$ cat config.mk
export PLATFORM = sky130hd
export DESIGN_NAME = lookahead_peak_limiter_unit_flat
export DESIGN_NICKNAME = d
export VERILOG_FILES = /design/src/rtl/core/lpl_pkg.sv /design/src/rtl/core/lpl_if.sv /design/src/rtl/core/lpl_mul.sv /design/src/rtl/core/lpl_div.sv /design/src/rtl/core/lpl_delay.sv /design/src/rtl/core/lookahead_peak_limiter_unit.sv /design/src/flat_wrapper.sv
export SDC_FILE = /design/constraint.sdc
export NUM_CORES = 2
export LEC_CHECK = 0
export BUFFER_PORTS_ARGS = -buffer_cell sky130_fd_sc_hd__buf_2
export CORE_MARGIN = 5
export CORE_UTILIZATION = 65
export CTS_BUF_LIST = sky130_fd_sc_hd__clkbuf_16
export CTS_CLUSTER_DIAMETER = 80
export DETAILED_ROUTE_END_ITERATION = 8
export GPL_TIMING_DRIVEN = 0
export PLACE_DENSITY = 0.87
export REMOVE_ABC_BUFFERS = 1
export SLEW_MARGIN = 20
export SYNTH_ARGS = -nofsm -noshare
export SYNTH_HDL_FRONTEND = slang
export SYNTH_SLANG_ARGS = --single-unit
$ cat constraint.sdc
create_clock -name clk -period 12.1 [get_ports clk]
set_input_delay 0.605 -clock clk [delete_from_list [all_inputs] [get_ports clk]]
set_output_delay 0.605 -clock clk [all_outputs]
set_load 0.02 [all_outputs]
$ cat src/rtl/core/lpl_pkg.sv
// lpl_pkg: shared constants, types and helpers of the look-ahead peak limiter.
// Depends on nothing; compiled first.
`default_nettype none

package lpl_pkg;

    localparam int SAMPLE_W      = 24;
    localparam int QUO_W         = 23;
    localparam int MUL_W         = SAMPLE_W + 1;
    localparam int PROD_W        = 2 * MUL_W;
    localparam int FRAC_BITS     = 23;
    localparam int DELAY_LEN_DEF = 5;

    localparam logic [SAMPLE_W-1:0] ONE_Q23     = 24'd8388608;
    localparam logic [SAMPLE_W-1:0] ATTACK_Q23  = 24'd2516582;
    localparam logic [SAMPLE_W-1:0] RELEASE_Q23 = 24'd83886;

    typedef logic        [SAMPLE_W-1:0] level_t;
    typedef logic signed [SAMPLE_W-1:0] sample_t;
    typedef logic signed [MUL_W-1:0]    mul_op_t;
    typedef logic signed [PROD_W-1:0]   prod_t;

    typedef enum logic [3:0] {
        S_IDLE,
        S_PK_KEEP,
        S_PK_ADD,
        S_PK_SUM,
        S_TGT,
        S_DIV,
        S_GN_KEEP,
        S_GN_ADD,
        S_GN_SUM,
        S_OUT_MUL,
        S_OUT_LOAD
    } lpl_state_t;

    typedef struct packed {
        logic busy;
        logic done;
    } div_stat_t;

    // Smoothing coefficient: attack when set, release otherwise.
    function automatic level_t coef(input logic att);
        return att ? ATTACK_Q23 : RELEASE_Q23;
    endfunction

    // Q1.23 product back to Q1.23 (floor); also valid for signed products.
    function automatic level_t q23_term(input prod_t p);
        return p[FRAC_BITS+SAMPLE_W-1:FRAC_BITS];
    endfunction

endpackage

`default_nettype wire

$ cat src/rtl/core/lpl_if.sv
// Channel interfaces of the peak limiter: sample input, sample result, threshold write.
// Depends on lpl_pkg.
`default_nettype none

interface lpl_in_if;
    import lpl_pkg::*;
    logic    valid;
    logic    ready;
    sample_t sample_in;
    modport source (output valid, output sample_in, input ready);
    modport sink   (input valid, input sample_in, output ready);
endinterface

interface lpl_out_if;
    import lpl_pkg::*;
    logic    valid;
    logic    ready;
    sample_t sample_out;
    modport source (output valid, output sample_out, input ready);
    modport sink   (input valid, input sample_out, output ready);
endinterface

interface lpl_cfg_if;
    import lpl_pkg::*;
    logic   valid;
    logic   ready;
    level_t threshold;
    modport source (output valid, output threshold, input ready);
    modport sink   (input valid, input threshold, output ready);
endinterface

`default_nettype wire

$ cat src/rtl/core/lpl_mul.sv
// lpl_mul: shared signed multiplier with a registered product.
// Depends on lpl_pkg.
`default_nettype none

module lpl_mul (
    input  wire logic            clk,
    input  wire logic            en,
    input  wire lpl_pkg::mul_op_t op_a,
    input  wire lpl_pkg::mul_op_t op_b,
    output      lpl_pkg::prod_t   prod
);
    import lpl_pkg::*;

    prod_t prod_reg;

    // Hold the product until the next issue.
    always_ff @(posedge clk)
    begin
        if (en)
        begin
            prod_reg <= op_a * op_b;
        end
    end

    assign prod = prod_reg;

endmodule

`default_nettype wire

$ cat src/rtl/core/lpl_div.sv
// lpl_div: radix-2 restoring divider, (num << 23) / den with num < den, one bit a cycle.
// Depends on lpl_pkg.
`default_nettype none

module lpl_div (
    input  wire logic             clk,
    input  wire logic             rst_n,
    input  wire logic             start,
    input  wire lpl_pkg::level_t  num,
    input  wire lpl_pkg::level_t  den,
    output      lpl_pkg::level_t  quo,
    output      lpl_pkg::div_stat_t stat
);
    import lpl_pkg::*;

    localparam int CNT_W = $clog2(QUO_W);

    logic [SAMPLE_W:0]  rem_reg, rem_next;
    logic [QUO_W-1:0]   quo_reg, quo_next;
    logic [CNT_W-1:0]   cnt_reg, cnt_next;
    logic               busy_reg, busy_next;
    logic               done_reg, done_next;
    logic [SAMPLE_W:0]  shifted;
    logic [SAMPLE_W:0]  diff;
    logic               fits;

    always_comb
    begin
        shifted   = {rem_reg[SAMPLE_W-1:0], 1'b0};
        diff      = shifted - {1'b0, den};
        fits      = (shifted >= {1'b0, den});
        rem_next  = rem_reg;
        quo_next  = quo_reg;
        cnt_next  = cnt_reg;
        busy_next = busy_reg;
        done_next = 1'b0;
        if (start)
        begin
            rem_next  = {1'b0, num};
            quo_next  = '0;
            cnt_next  = '0;
            busy_next = 1'b1;
        end
        else if (busy_reg)
        begin
            // Subtract when the divisor fits, shift in the quotient bit.
            rem_next = fits ? diff : shifted;
            quo_next = {quo_reg[QUO_W-2:0], fits};
            cnt_next = cnt_reg + 1'b1;
            if (cnt_reg == CNT_W'(QUO_W - 1))
            begin
                busy_next = 1'b0;
                done_next = 1'b1;
            end
        end
    end

    always_ff @(posedge clk or negedge rst_n)
    begin
        if (!rst_n)
        begin
            busy_reg <= 1'b0;
            done_reg <= 1'b0;
            cnt_reg  <= '0;
        end
        else
        begin
            busy_reg <= busy_next;
            done_reg <= done_next;
            cnt_reg  <= cnt_next;
        end
    end

    always_ff @(posedge clk)
    begin
        rem_reg <= rem_next;
        quo_reg <= quo_next;
    end

    assign quo       = {{(SAMPLE_W - QUO_W){1'b0}}, quo_reg};
    assign stat.busy = busy_reg;
    assign stat.done = done_reg;

endmodule

`default_nettype wire

$ cat src/rtl/core/lpl_delay.sv
// lpl_delay: look-ahead sample ring, read-before-write at one pointer, zero until written.
// Depends on lpl_pkg.
`default_nettype none

module lpl_delay #(
    parameter int DEPTH = lpl_pkg::DELAY_LEN_DEF
) (
    input  wire logic            clk,
    input  wire logic            rst_n,
    input  wire logic            wr_en,
    input  wire lpl_pkg::sample_t wr_data,
    output      lpl_pkg::sample_t rd_data
);
    import lpl_pkg::*;

    localparam int PTR_W = (DEPTH > 1) ? $clog2(DEPTH) : 1;

    sample_t            mem_reg [DEPTH];
    sample_t            rd_reg;
    logic [DEPTH-1:0]   valid_reg;
    logic [PTR_W-1:0]   ptr_reg, ptr_next;

    always_comb
    begin
        if (ptr_reg == PTR_W'(DEPTH - 1))
        begin
            ptr_next = '0;
        end
        else
        begin
            ptr_next = ptr_reg + 1'b1;
        end
    end

    always_ff @(posedge clk or negedge rst_n)
    begin
        if (!rst_n)
        begin
            valid_reg <= '0;
            ptr_reg   <= '0;
        end
        else if (wr_en)
        begin
            valid_reg[ptr_reg] <= 1'b1;
            ptr_reg            <= ptr_next;
        end
    end

    // Read the oldest sample, then overwrite it with the new one.
    always_ff @(posedge clk)
    begin
        if (wr_en)
        begin
            rd_reg           <= valid_reg[ptr_reg] ? mem_reg[ptr_reg] : '0;
            mem_reg[ptr_reg] <= wr_data;
        end
    end

    assign rd_data = rd_reg;

endmodule

`default_nettype wire

$ cat src/rtl/core/lookahead_peak_limiter_unit.sv
// lookahead_peak_limiter_unit: top level of the look-ahead peak limiter.
// Depends on lpl_pkg, lpl_if, lpl_mul, lpl_div and lpl_delay.
//
//   channel   modport     payload                  meaning
//   audio     lpl_in_if   sample_in  s24 Q1.23     one request per audio sample
//   limited   lpl_out_if  sample_out s24 Q1.23     one result per sample
//   cfg       lpl_cfg_if  threshold  u24 Q1.23     limit level, held to 1.0
//
// Flow: the divider is skipped when the peak is at or below the threshold, and
// the target gain waits on the 23-step divider otherwise; the single shared
// multiplier and the bit-serial divider set the pace.
// Reset: threshold 1.0, peak 0, gain 1.0, delay ring reads zero until written.
// Stalls: a finished result waits in the output register while the next request
// is taken; a sample completes only once that register is free.
`default_nettype none

module lookahead_peak_limiter_unit #(
    parameter int DELAY_LEN = lpl_pkg::DELAY_LEN_DEF
) (
    input wire logic   clk,
    input wire logic   rst_n,
    lpl_in_if.sink     audio,
    lpl_out_if.source  limited,
    lpl_cfg_if.sink    cfg
);
    import lpl_pkg::*;

    lpl_state_t state_reg, state_next;
    level_t     a_reg, a_next;
    level_t     peak_reg, peak_next;
    level_t     gain_reg, gain_next;
    level_t     thr_reg, thr_next;
    level_t     f_reg, f_next;
    level_t     acc_reg, acc_next;
    logic       att_reg, att_next;
    logic       out_valid_reg, out_valid_next;
    sample_t    out_data_reg, out_data_next;

    logic       accept;
    logic       mul_en;
    mul_op_t    mul_a, mul_b;
    prod_t      prod;
    level_t     term;
    logic       div_start;
    level_t     div_quo;
    div_stat_t  div_st;
    sample_t    delayed;

    assign accept = audio.valid && audio.ready;
    assign term   = q23_term(prod);

    lpl_mul u_mul (
        .clk  (clk),
        .en   (mul_en),
        .op_a (mul_a),
        .op_b (mul_b),
        .prod (prod)
    );

    lpl_div u_div (
        .clk   (clk),
        .rst_n (rst_n),
        .start (div_start),
        .num   (thr_reg),
        .den   (peak_reg),
        .quo   (div_quo),
        .stat  (div_st)
    );

    lpl_delay #(
        .DEPTH (DELAY_LEN)
    ) u_delay (
        .clk     (clk),
        .rst_n   (rst_n),
        .wr_en   (accept),
        .wr_data (audio.sample_in),
        .rd_data (delayed)
    );

    // Sequencer: peak smoothing, target gain, gain smoothing, output scale.
    always_comb
    begin
        state_next     = state_reg;
        a_next         = a_reg;
        peak_next      = peak_reg;
        gain_next      = gain_reg;
        f_next         = f_reg;
        acc_next       = acc_reg;
        att_next       = att_reg;
        out_data_next  = out_data_reg;
        out_valid_next = out_valid_reg && !limited.ready;
        mul_en         = 1'b0;
        mul_a          = '0;
        mul_b          = '0;
        div_start      = 1'b0;

        case (state_reg)
            S_IDLE:
            begin
                if (accept)
                begin
                    // Magnitude; negative full scale maps to exactly 1.0.
                    a_next     = audio.sample_in[SAMPLE_W-1]
                                 ? level_t'(-audio.sample_in)
                                 : level_t'(audio.sample_in);
                    state_next = S_PK_KEEP;
                end
            end
            S_PK_KEEP:
            begin
                att_next   = (a_reg > peak_reg);
                mul_en     = 1'b1;
                mul_a      = mul_op_t'({1'b0, ONE_Q23 - coef(att_next)});
                mul_b      = mul_op_t'({1'b0, peak_reg});
                state_next = S_PK_ADD;
            end
            S_PK_ADD:
            begin
                acc_next   = term;
                mul_en     = 1'b1;
                mul_a      = mul_op_t'({1'b0, coef(att_reg)});
                mul_b      = mul_op_t'({1'b0, a_reg});
                state_next = S_PK_SUM;
            end
            S_PK_SUM:
            begin
                peak_next  = acc_reg + term;
                state_next = S_TGT;
            end
            S_TGT:
            begin
                // Skip the divide when the peak is zero or within the limit.
                if (peak_reg == '0 || peak_reg <= thr_reg)
                begin
                    f_next     = ONE_Q23;
                    state_next = S_GN_KEEP;
                end
                else
                begin
                    div_start  = 1'b1;
                    state_next = S_DIV;
                end
            end
            S_DIV:
            begin
                if (div_st.done)
                begin
                    f_next     = div_quo;
                    state_next = S_GN_KEEP;
                end
            end
            S_GN_KEEP:
            begin
                att_next   = (f_reg < gain_reg);
                mul_en     = 1'b1;
                mul_a      = mul_op_t'({1'b0, ONE_Q23 - coef(att_next)});
                mul_b      = mul_op_t'({1'b0, gain_reg});
                state_next = S_GN_ADD;
            end
            S_GN_ADD:
            begin
                acc_next   = term;
                mul_en     = 1'b1;
                mul_a      = mul_op_t'({1'b0, coef(att_reg)});
                mul_b      = mul_op_t'({1'b0, f_reg});
                state_next = S_GN_SUM;
            end
            S_GN_SUM:
            begin
                gain_next  = acc_reg + term;
                state_next = S_OUT_MUL;
            end
            S_OUT_MUL:
            begin
                mul_en     = 1'b1;
                mul_a      = mul_op_t'({1'b0, gain_reg});
                mul_b      = mul_op_t'({delayed[SAMPLE_W-1], delayed});
                state_next = S_OUT_LOAD;
            end
            S_OUT_LOAD:
            begin
                // Hold until the output register is free; the shift floors.
                if (!out_valid_reg || limited.ready)
                begin
                    out_data_next  = sample_t'(term);
                    out_valid_next = 1'b1;
                    state_next     = S_IDLE;
                end
            end
            default:
            begin
                state_next = S_IDLE;
            end
        endcase
    end

    // Threshold write; clamp anything above unity.
    always_comb
    begin
        thr_next = thr_reg;
        if (cfg.valid && cfg.ready)
        begin
            thr_next = (cfg.threshold > ONE_Q23) ? ONE_Q23 : cfg.threshold;
        end
    end

    always_ff @(posedge clk or negedge rst_n)
    begin
        if (!rst_n)
        begin
            state_reg     <= S_IDLE;
            peak_reg      <= '0;
            gain_reg      <= ONE_Q23;
            thr_reg       <= ONE_Q23;
            out_valid_reg <= 1'b0;
        end
        else
        begin
            state_reg     <= state_next;
            peak_reg      <= peak_next;
            gain_reg      <= gain_next;
            thr_reg       <= thr_next;
            out_valid_reg <= out_valid_next;
        end
    end

    always_ff @(posedge clk)
    begin
        a_reg        <= a_next;
        f_reg        <= f_next;
        acc_reg      <= acc_next;
        att_reg      <= att_next;
        out_data_reg <= out_data_next;
    end

    assign audio.ready       = (state_reg == S_IDLE);
    assign cfg.ready         = 1'b1;
    assign limited.valid     = out_valid_reg;
    assign limited.sample_out = out_data_reg;

    // The divider only runs while the sequencer waits on it.
    assert property (@(posedge clk) disable iff (!rst_n)
        div_st.busy |-> (state_reg == S_DIV))
        else $error("divider busy outside the divide step");

    // An accepted request always starts the peak update.
    assert property (@(posedge clk) disable iff (!rst_n)
        accept |=> (state_reg == S_PK_KEEP))
        else $error("accepted request did not start processing");

    // Smoothed peak and gain never exceed unity.
    assert property (@(posedge clk) disable iff (!rst_n)
        (peak_reg <= ONE_Q23) && (gain_reg <= ONE_Q23))
        else $error("peak or gain above unity");

    // The stored threshold stays within range.
    assert property (@(posedge clk) disable iff (!rst_n)
        thr_reg <= ONE_Q23)
        else $error("threshold above unity");

    // A divide result lands exactly when the divider finishes.
    assert property (@(posedge clk) disable iff (!rst_n)
        (state_reg == S_DIV && div_st.done) |=> (state_reg == S_GN_KEEP))
        else $error("divide result not consumed");

endmodule

`default_nettype wire

$ cat src/flat_wrapper.sv
// flat-port wrapper written by rule: the top's interface ports become plain ports
module lookahead_peak_limiter_unit_flat import lpl_pkg::*;
#(
    parameter int DELAY_LEN = lpl_pkg::DELAY_LEN_DEF
)
  (clk, rst_n, audio_valid, audio_sample_in, audio_ready, limited_valid, limited_sample_out, limited_ready, cfg_valid, cfg_threshold, cfg_ready);
  lpl_in_if audio_i ();
  lpl_out_if limited_i ();
  lpl_cfg_if cfg_i ();
  input wire logic clk;
  input wire logic rst_n;
  input wire logic [$bits(audio_i.valid)-1:0] audio_valid;
  input wire logic [$bits(audio_i.sample_in)-1:0] audio_sample_in;
  output wire logic [$bits(audio_i.ready)-1:0] audio_ready;
  output wire logic [$bits(limited_i.valid)-1:0] limited_valid;
  output wire logic [$bits(limited_i.sample_out)-1:0] limited_sample_out;
  input wire logic [$bits(limited_i.ready)-1:0] limited_ready;
  input wire logic [$bits(cfg_i.valid)-1:0] cfg_valid;
  input wire logic [$bits(cfg_i.threshold)-1:0] cfg_threshold;
  output wire logic [$bits(cfg_i.ready)-1:0] cfg_ready;
  assign audio_i.valid = audio_valid;
  assign audio_i.sample_in = audio_sample_in;
  assign audio_ready = audio_i.ready;
  assign limited_valid = limited_i.valid;
  assign limited_sample_out = limited_i.sample_out;
  assign limited_i.ready = limited_ready;
  assign cfg_i.valid = cfg_valid;
  assign cfg_i.threshold = cfg_threshold;
  assign cfg_ready = cfg_i.ready;
  lookahead_peak_limiter_unit #(.DELAY_LEN(DELAY_LEN)) u_core (.clk(clk), .rst_n(rst_n), .audio(audio_i), .limited(limited_i), .cfg(cfg_i));
endmodule
== Word level (Yosys, flattened, before mapping) ==
Memories as Yosys holds them, arrays and structs flattened. A register that Yosys moved wholly into a read port is not among the register bits.
Cells that the tools add are included.
Word-level totals
  flip-flop bits (word level): 283
  bits in writable memories: 120
  input port bits: 53
  output and inout bits: 27
  word-level logic and storage cells: 110
  memories kept: 1
Memories
  u_core.u_delay.mem_reg: depth 5, width 24, read ports 1, clocked after memory_dff 1, write ports 1, RTL line lpl_delay.sv:18  | sample_t mem_reg [DEPTH];
Operators by class
  add/sub/neg operators: 7
  multipliers: 1
  magnitude comparators: 7
  equality and inequality tests: 16
  multiplexer cells: 39
  bitwise logic cells: 1
  reduce and logical (&&, ||, !) cells: 19
Operators with widths (number)
  $mux W24: 6
  $pmux W25 S5: 1
  $pmux W24 S4: 1
  $mux W22: 3
  $pmux W24 S2: 1
  $sub A24 B24 Y24 const A: 2
  $mul A25 B25 Y47: 1
  $pmux W4 S11: 1
  $ge A25 B24 Y1: 1
  $add A24 B24 Y24: 1
  $gt A24 B24 Y1: 1
  $gt A24 B24 Y1 const B: 1
  $le A24 B24 Y1: 1
  $logic_not A24 Y1: 1
  $lt A24 B24 Y1: 1
  $neg A24 Y24: 1
  $sub A24 B24 Y24: 1
  $mux W23: 1
  $eq A4 B3 Y1 const B: 4
  $mux W1: 15
  $eq A4 B4 Y1 const B: 3
  $mux W4: 3
  $mux W5: 2
  $eq A4 B2 Y1 const B: 2
  other kinds (24): 35

== Longest topological paths before layout ==
  word-level depth: 5
  depth in mapped cells: 40
  gate-level depth less buffers: 39

== By module ==
From an unflattened synthesis, not the netlist that was laid out.
Unflattened totals
  cells, all modules: 4466
  area, all modules: 45120.8 µm²
By module, submodules not included
  lpl_mul: times used 1, cells each 2620, area each 24937.7 µm², seq. area each 1501.4 µm²
  lookahead_peak_limiter_unit: times used 1, cells each 1100, area each 10473.8 µm², seq. area each 4842.1 µm²
  lpl_delay: times used 1, cells each 323, area each 5859.4 µm², seq. area each 4524.3 µm²
  lpl_div: times used 1, cells each 423, area each 3849.9 µm², seq. area each 1356.3 µm²

== Worst setup path after synthesis ==
OpenSTA, ideal clock, no wires.
  kind: reg-to-reg
  from: reg u_core.gain_reg[1]
  to: reg u_core.u_mul.prod_reg[39] (netlist: u_core.u_mul.prod[39]) (data pin)
  library setup time: 0.258 ns
  data arrival time: 8.454 ns
  required time: 11.842 ns
  slack: 3.388 ns
  cell stages (with the launch flop): 38
  buffers on the path: 2
  clock period less this slack: 8.712 ns
  path through: dfrtp_1 inv_1 ha_1 a21o_1 a21o_1 a21o_1 a21o_1 a21o_1 a211o_1 a21oi_1 o31a_2 buf_4 nor3_1 clkbuf_1 nor3_1 fa_1 fa_1 inv_1 [... 2 more ...] inv_1 fa_1 fa_1 inv_1 fa_1 inv_1 ha_1 a21o_1 a21oi_1 o21ai_0 or3_1 a21oi_2 nor3_1 or2_1 a31o_2 a21oi_2 o21bai_1 xnor2_1
On the way
  cells in the longest elaborated chain, start to end: 5
  elaborated cells on any way between the ends: 6
  classes of those cells: 1 x add/sub; 1 x mul; 1 x order compare; 3 x mux
RTL lines
  from (decl): RTL line lookahead_peak_limiter_unit.sv:31  | level_t gain_reg, gain_next;
  from (signal assigned): RTL line lookahead_peak_limiter_unit.sv:221  | gain_reg <= gain_next;
  $lt A24 B24 Y1: RTL line lookahead_peak_limiter_unit.sv:154  | att_next = (f_reg < gain_reg);
  $mux W22: RTL line lpl_pkg.sv:44  | return att ? ATTACK_Q23 : RELEASE_Q23;
  $sub A24 B24 Y24: RTL line lookahead_peak_limiter_unit.sv:156  | mul_a = mul_op_t'({1'b0, ONE_Q23 - coef(att_next)});
  $pmux W24 S4: RTL line lookahead_peak_limiter_unit.sv:97  | case (state_reg)
  $mul A25 B25 Y47 (*): RTL line lpl_mul.sv:21  | prod_reg <= op_a * op_b;
  to (signal assigned): RTL line lpl_mul.sv:21
  to (decl): RTL line lpl_mul.sv:14  | prod_t prod_reg;
Every way passes the cells marked *; elsewhere a longest branch is shown, timed or not.
A chain may end at the register's enable or synchronous reset.

== Worst setup path in the final report ==
  from: reg u_core.state_reg[1]
  to: reg u_core.u_mul.prod_reg[39] (netlist: u_core.u_mul.prod[39]) (data pin)
On the way
  cells in the longest elaborated chain, start to end: 4
  elaborated cells on any way between the ends: 9
  classes of those cells: 1 x mul; 5 x eq/ne; 2 x mux; 1 x reduce/logical
RTL lines
  from (decl): RTL line lookahead_peak_limiter_unit.sv:28  | lpl_state_t state_reg, state_next;
  from (signal assigned): RTL line lookahead_peak_limiter_unit.sv:219  | state_reg <= state_next;
  $eq A4 B2 Y1 / $eq A4 B3 Y1 (equally long branches): RTL line lookahead_peak_limiter_unit.sv:97
  $reduce_or A2 Y1 (no source line)
  $pmux W24 S4: RTL line lookahead_peak_limiter_unit.sv:97
  $mul A25 B25 Y47 (*): RTL line lpl_mul.sv:21
Marked as above.

==> flow_metrics.py <==
metrics = {
    "outcome": {
        "status": "finished clean",
    },
    "clocking": {
        "cts_buffer_depth": 3,
        "clkLatencyLatePin_ns": 0.61,
        "cts_resized": 0,
        "ctsRootBufferMaster": "clkbuf_16",
        "cts_tree": "yes",
        "cts_max_level": 2,
        "ctsHoldBuffers": 1,
        "cts_inserted_buffers": 41,
        "clk_pin_slew_ns": 0.07,
        "cts_sinks": 404,
        "cts_setup_buffers": 0,
    },
    "sta": {
        "finalSetupViolCount": 0,
        "relSlewSlack_pct": 14.4,
        "skew_ns": 0.0245,
        "tns_ns": 0,
        "fin_crit_sh_pct": 90.5,
        "hold_violations": 0,
        "tightest_slew_ns": 1.28,
        "rsz0062_at_grt": "no",
        "slew_violations": 0,
        "fmax_ghz": 0.0913,
        "finalCriticalPeriod_ns": 10.95,
    },
    "logic_synthesis": {
        "synth.largest_area_cell": "fa_1",
        "synth_top_area_share_pct": 26.0,
        "synth_warnings": 0,
        "synth_edf_count": 289,
        "synthArstFlopShare_pct": 22.8,
        "seq_area_frac_synth_pct": 29.5,
        "syn_area_per_cell_um2": 9.91,
        "synth-seq-cells": 404,
        "synth_area_mm2": 0.0388,
        "synthCells": 3916,
        "ys.flop_type": "edfxtp_1",
        "synth_top_cells_by_area": "fa_1, edfxtp_1, ha_1",
        "synth_cell_types": 78,
    },
    "worst_setup_path": {
        "crit_arrival_ns": 11.29,
        "cp_slowest_cell": "or2_2",
        "cp_slowest_stage_delay_ns": 0.88,
        "cp_max_fo": 36,
        "crit_top_cell": "fa_1",
        "cp-end-kind": "flip-flop",
        "start_kind": "flip-flop",
        "crit_required_ns": 12.44,
        "critPathKind": "flip-flop to flip-flop",
    },
    "die": {
        "io_pins": 80,
        "initial_utilization_pct": 65.6,
        "die-width_um": 254,
        "die-area_mm2": 0.0647,
        "coreArea_mm2": 0.0591,
        "fp.dieH_um": 254,
        "rows": 89,
    },
    "place": {
        "placedCellCount": 4620,
        "port-buffer-count": 78,
        "dp_hpwl_um": 81300,
        "place_congestion": 1.04,
    },
    "detailed_routing": {
        "vias": 29600,
        "wl_um": 108000,
        "viasPerCell": 6.29,
        "dr.pass1.iters": 7,
        "drc": 0,
        "ant_nets": 0,
        "wl_per_cell_um": 22.9,
        "drt_iter0_drc": 3455,
    },
    "layout": {
        "final_util_pct": 70.3,
        "largest_reg_flops": 120,
        "n_fill_cell": 4027,
        "syn2layout_area_growth_pct": 7.08,
        "stdcell_count": 4700,
        "post_route_cells_drive_above_1_share_pct": 7.31,
        "final_nets": 4759,
    },
    "worst_hold_path": {
        "min_path_type": "primary input to flip-flop",
    },
    "global_route": {
        "grt_start_max_net_pins": 62,
        "grt_overflow": 0,
        "grt_use_total_pct": 33.9,
        "grt_pass1_wl_um": 169000,
        "grt_pass1_vias": 30600,
        "antenna_found_initial": 4,
    },
    "job": {
        "max-cap-violations": 0,
    },
}
## final cells by class
cell class / count / area, um^2 / area share [%]
Clock buffer: 43 / 1080 / 2.59
Multi-Input combinational cell: 2596 / 24100 / 58.1
Sequential cell: 404 / 11400 / 27.5
Inverter: 739 / 2770 / 6.67
Tap cell: 773 / 967 / 2.33
Antenna cell: 3 / 7.51 / 0.0181
Timing Repair Buffer: 110 / 838 / 2.02
Clock inverter: 32 / 314 / 0.756
## cell families (layout without fill, tap and decap cells)
family                   count (synthesis)  after routing  synth area share [%]
AND/OR/NAND/NOR                       1145           1145                  13.0
buffers and inverters                  916            924                  8.96
adder cells (fa/ha/maj)                814            814                  36.0
AO/OA/AOI/OAI                          463            463                  7.61
flip-flops                             404            404                  29.5
XOR/XNOR                                91             91                  2.05
multiplexers                            82             82                  2.91
other                                    1              4               0.00966
## critical path, delay by kind of cell (launching register included)
family          cells  cell delay [ns]
simple gates        9             3.75
compound gates      7             1.53
flops               1             0.79
buf+inv             6             0.65
fa+ha+maj           8             3.78
xor+xnor            1             0.14
## Yosys cell counts (11+ instances only)
library cell  number
xnor2_1           58
inv_1            738
xor2_1            33
nand2b_1          27
fa_1             504
edfxtp_1         289
clkbuf_1         143
nor4_1            16
and2_1            14
a22oi_1           44
a21oi_1          107
o21a_1            14
buf_1             15
nand3_1           96
mux4_2            24
a31oi_1           19
or3_1             16
nor2b_1           22
mux2i_1           52
o21ai_1           11
a211oi_1          16
nand4_1           19
a21o_1            46
dfxtp_1           23
dfrtp_1           90
ha_1             310
nor3_1            74
nor2_1           331
and3_1            53
buf_2             14
nand2_1          449
o21ai_0          124
## path summary, 6_finish.rpt
path / start / to / slack (ns) / cells after the start
hold / removal: cfg_threshold[23] / u_core.thr_reg[23]$_DFFE_PN1P_ / 0.22 / 3
setup reg to reg: u_core.state_reg[1]$_DFFE_PN0P_ / u_core.u_mul.prod[39]$_DFFE_PP_ / 1.15 / 31
setup / recovery: u_core.state_reg[1]$_DFFE_PN0P_ / u_core.u_mul.prod[39]$_DFFE_PP_ / 1.15 / 31
max in group asynchronous: rst_n / u_core.gain_reg[9]$_DFFE_PN0P_ / 11.00 / 3
min in group asynchronous: rst_n / u_core.u_div.cnt_reg[1]$_DFFE_PN0P_ / 0.45 / 2
hold reg to reg: u_core.u_delay.valid_reg[0]$_DFFE_PN0P_ / u_core.u_delay.valid_reg[0]$_DFFE_PN0P_ / 0.47 / 1
## routing by layer
metal | GRT usage [%] | share of wire [%]
met1 | 42.6 | 35
met2 | 53.1 | 45
met3 | 9.45 | 12
met4 | 19.8 | 7.6
met5 | 0 | 0.011
## placed cells by master (no fill, tap or decap), types with 13 or more instances in the layout
cell type	synthesis	layout
buf_2	14	77
and3_1	53	47
nand3_1	96	92
a21o_1	46	45
inv_1	738	741
ha_1	310	310
clkinv_2	0	16
dfrtp_1	90	86
o21a_1	14	13
nor2b_1	22	20
fa_1	504	504
nand2b_1	27	26
a21oi_1	107	96
nand4_1	19	19
nand2_1	449	448
mux2i_1	52	52
o21ai_0	124	124
edfxtp_1	289	289
nor3_1	74	68
a31oi_1	19	19
xor2_1	33	33
a21oi_2	3	13
mux4_2	24	24
nor2_1	331	328
xnor2_1	58	58
nor4_1	16	16
or3_1	16	16
dfxtp_1	23	23
and2_1	14	13
clkbuf_16	0	43
a22oi_1	44	44
a211oi_1	16	15
## through the flow
step	hold slack (ns)	worst slack (ns)	area [um^2]
final	0.217	1.15	41600
after global routing	0.231	0.789	41600
after CTS	0.210	1.40	41500
after detailed placement	0.452	1.39	40100
after global placement	0.451	-0.901	39500
after floorplan	0.309	2.02	38100
Power is left out: the tool's default activity adds up to more than one toggle a clock period on the data nets, which glitch-free logic cannot reach.
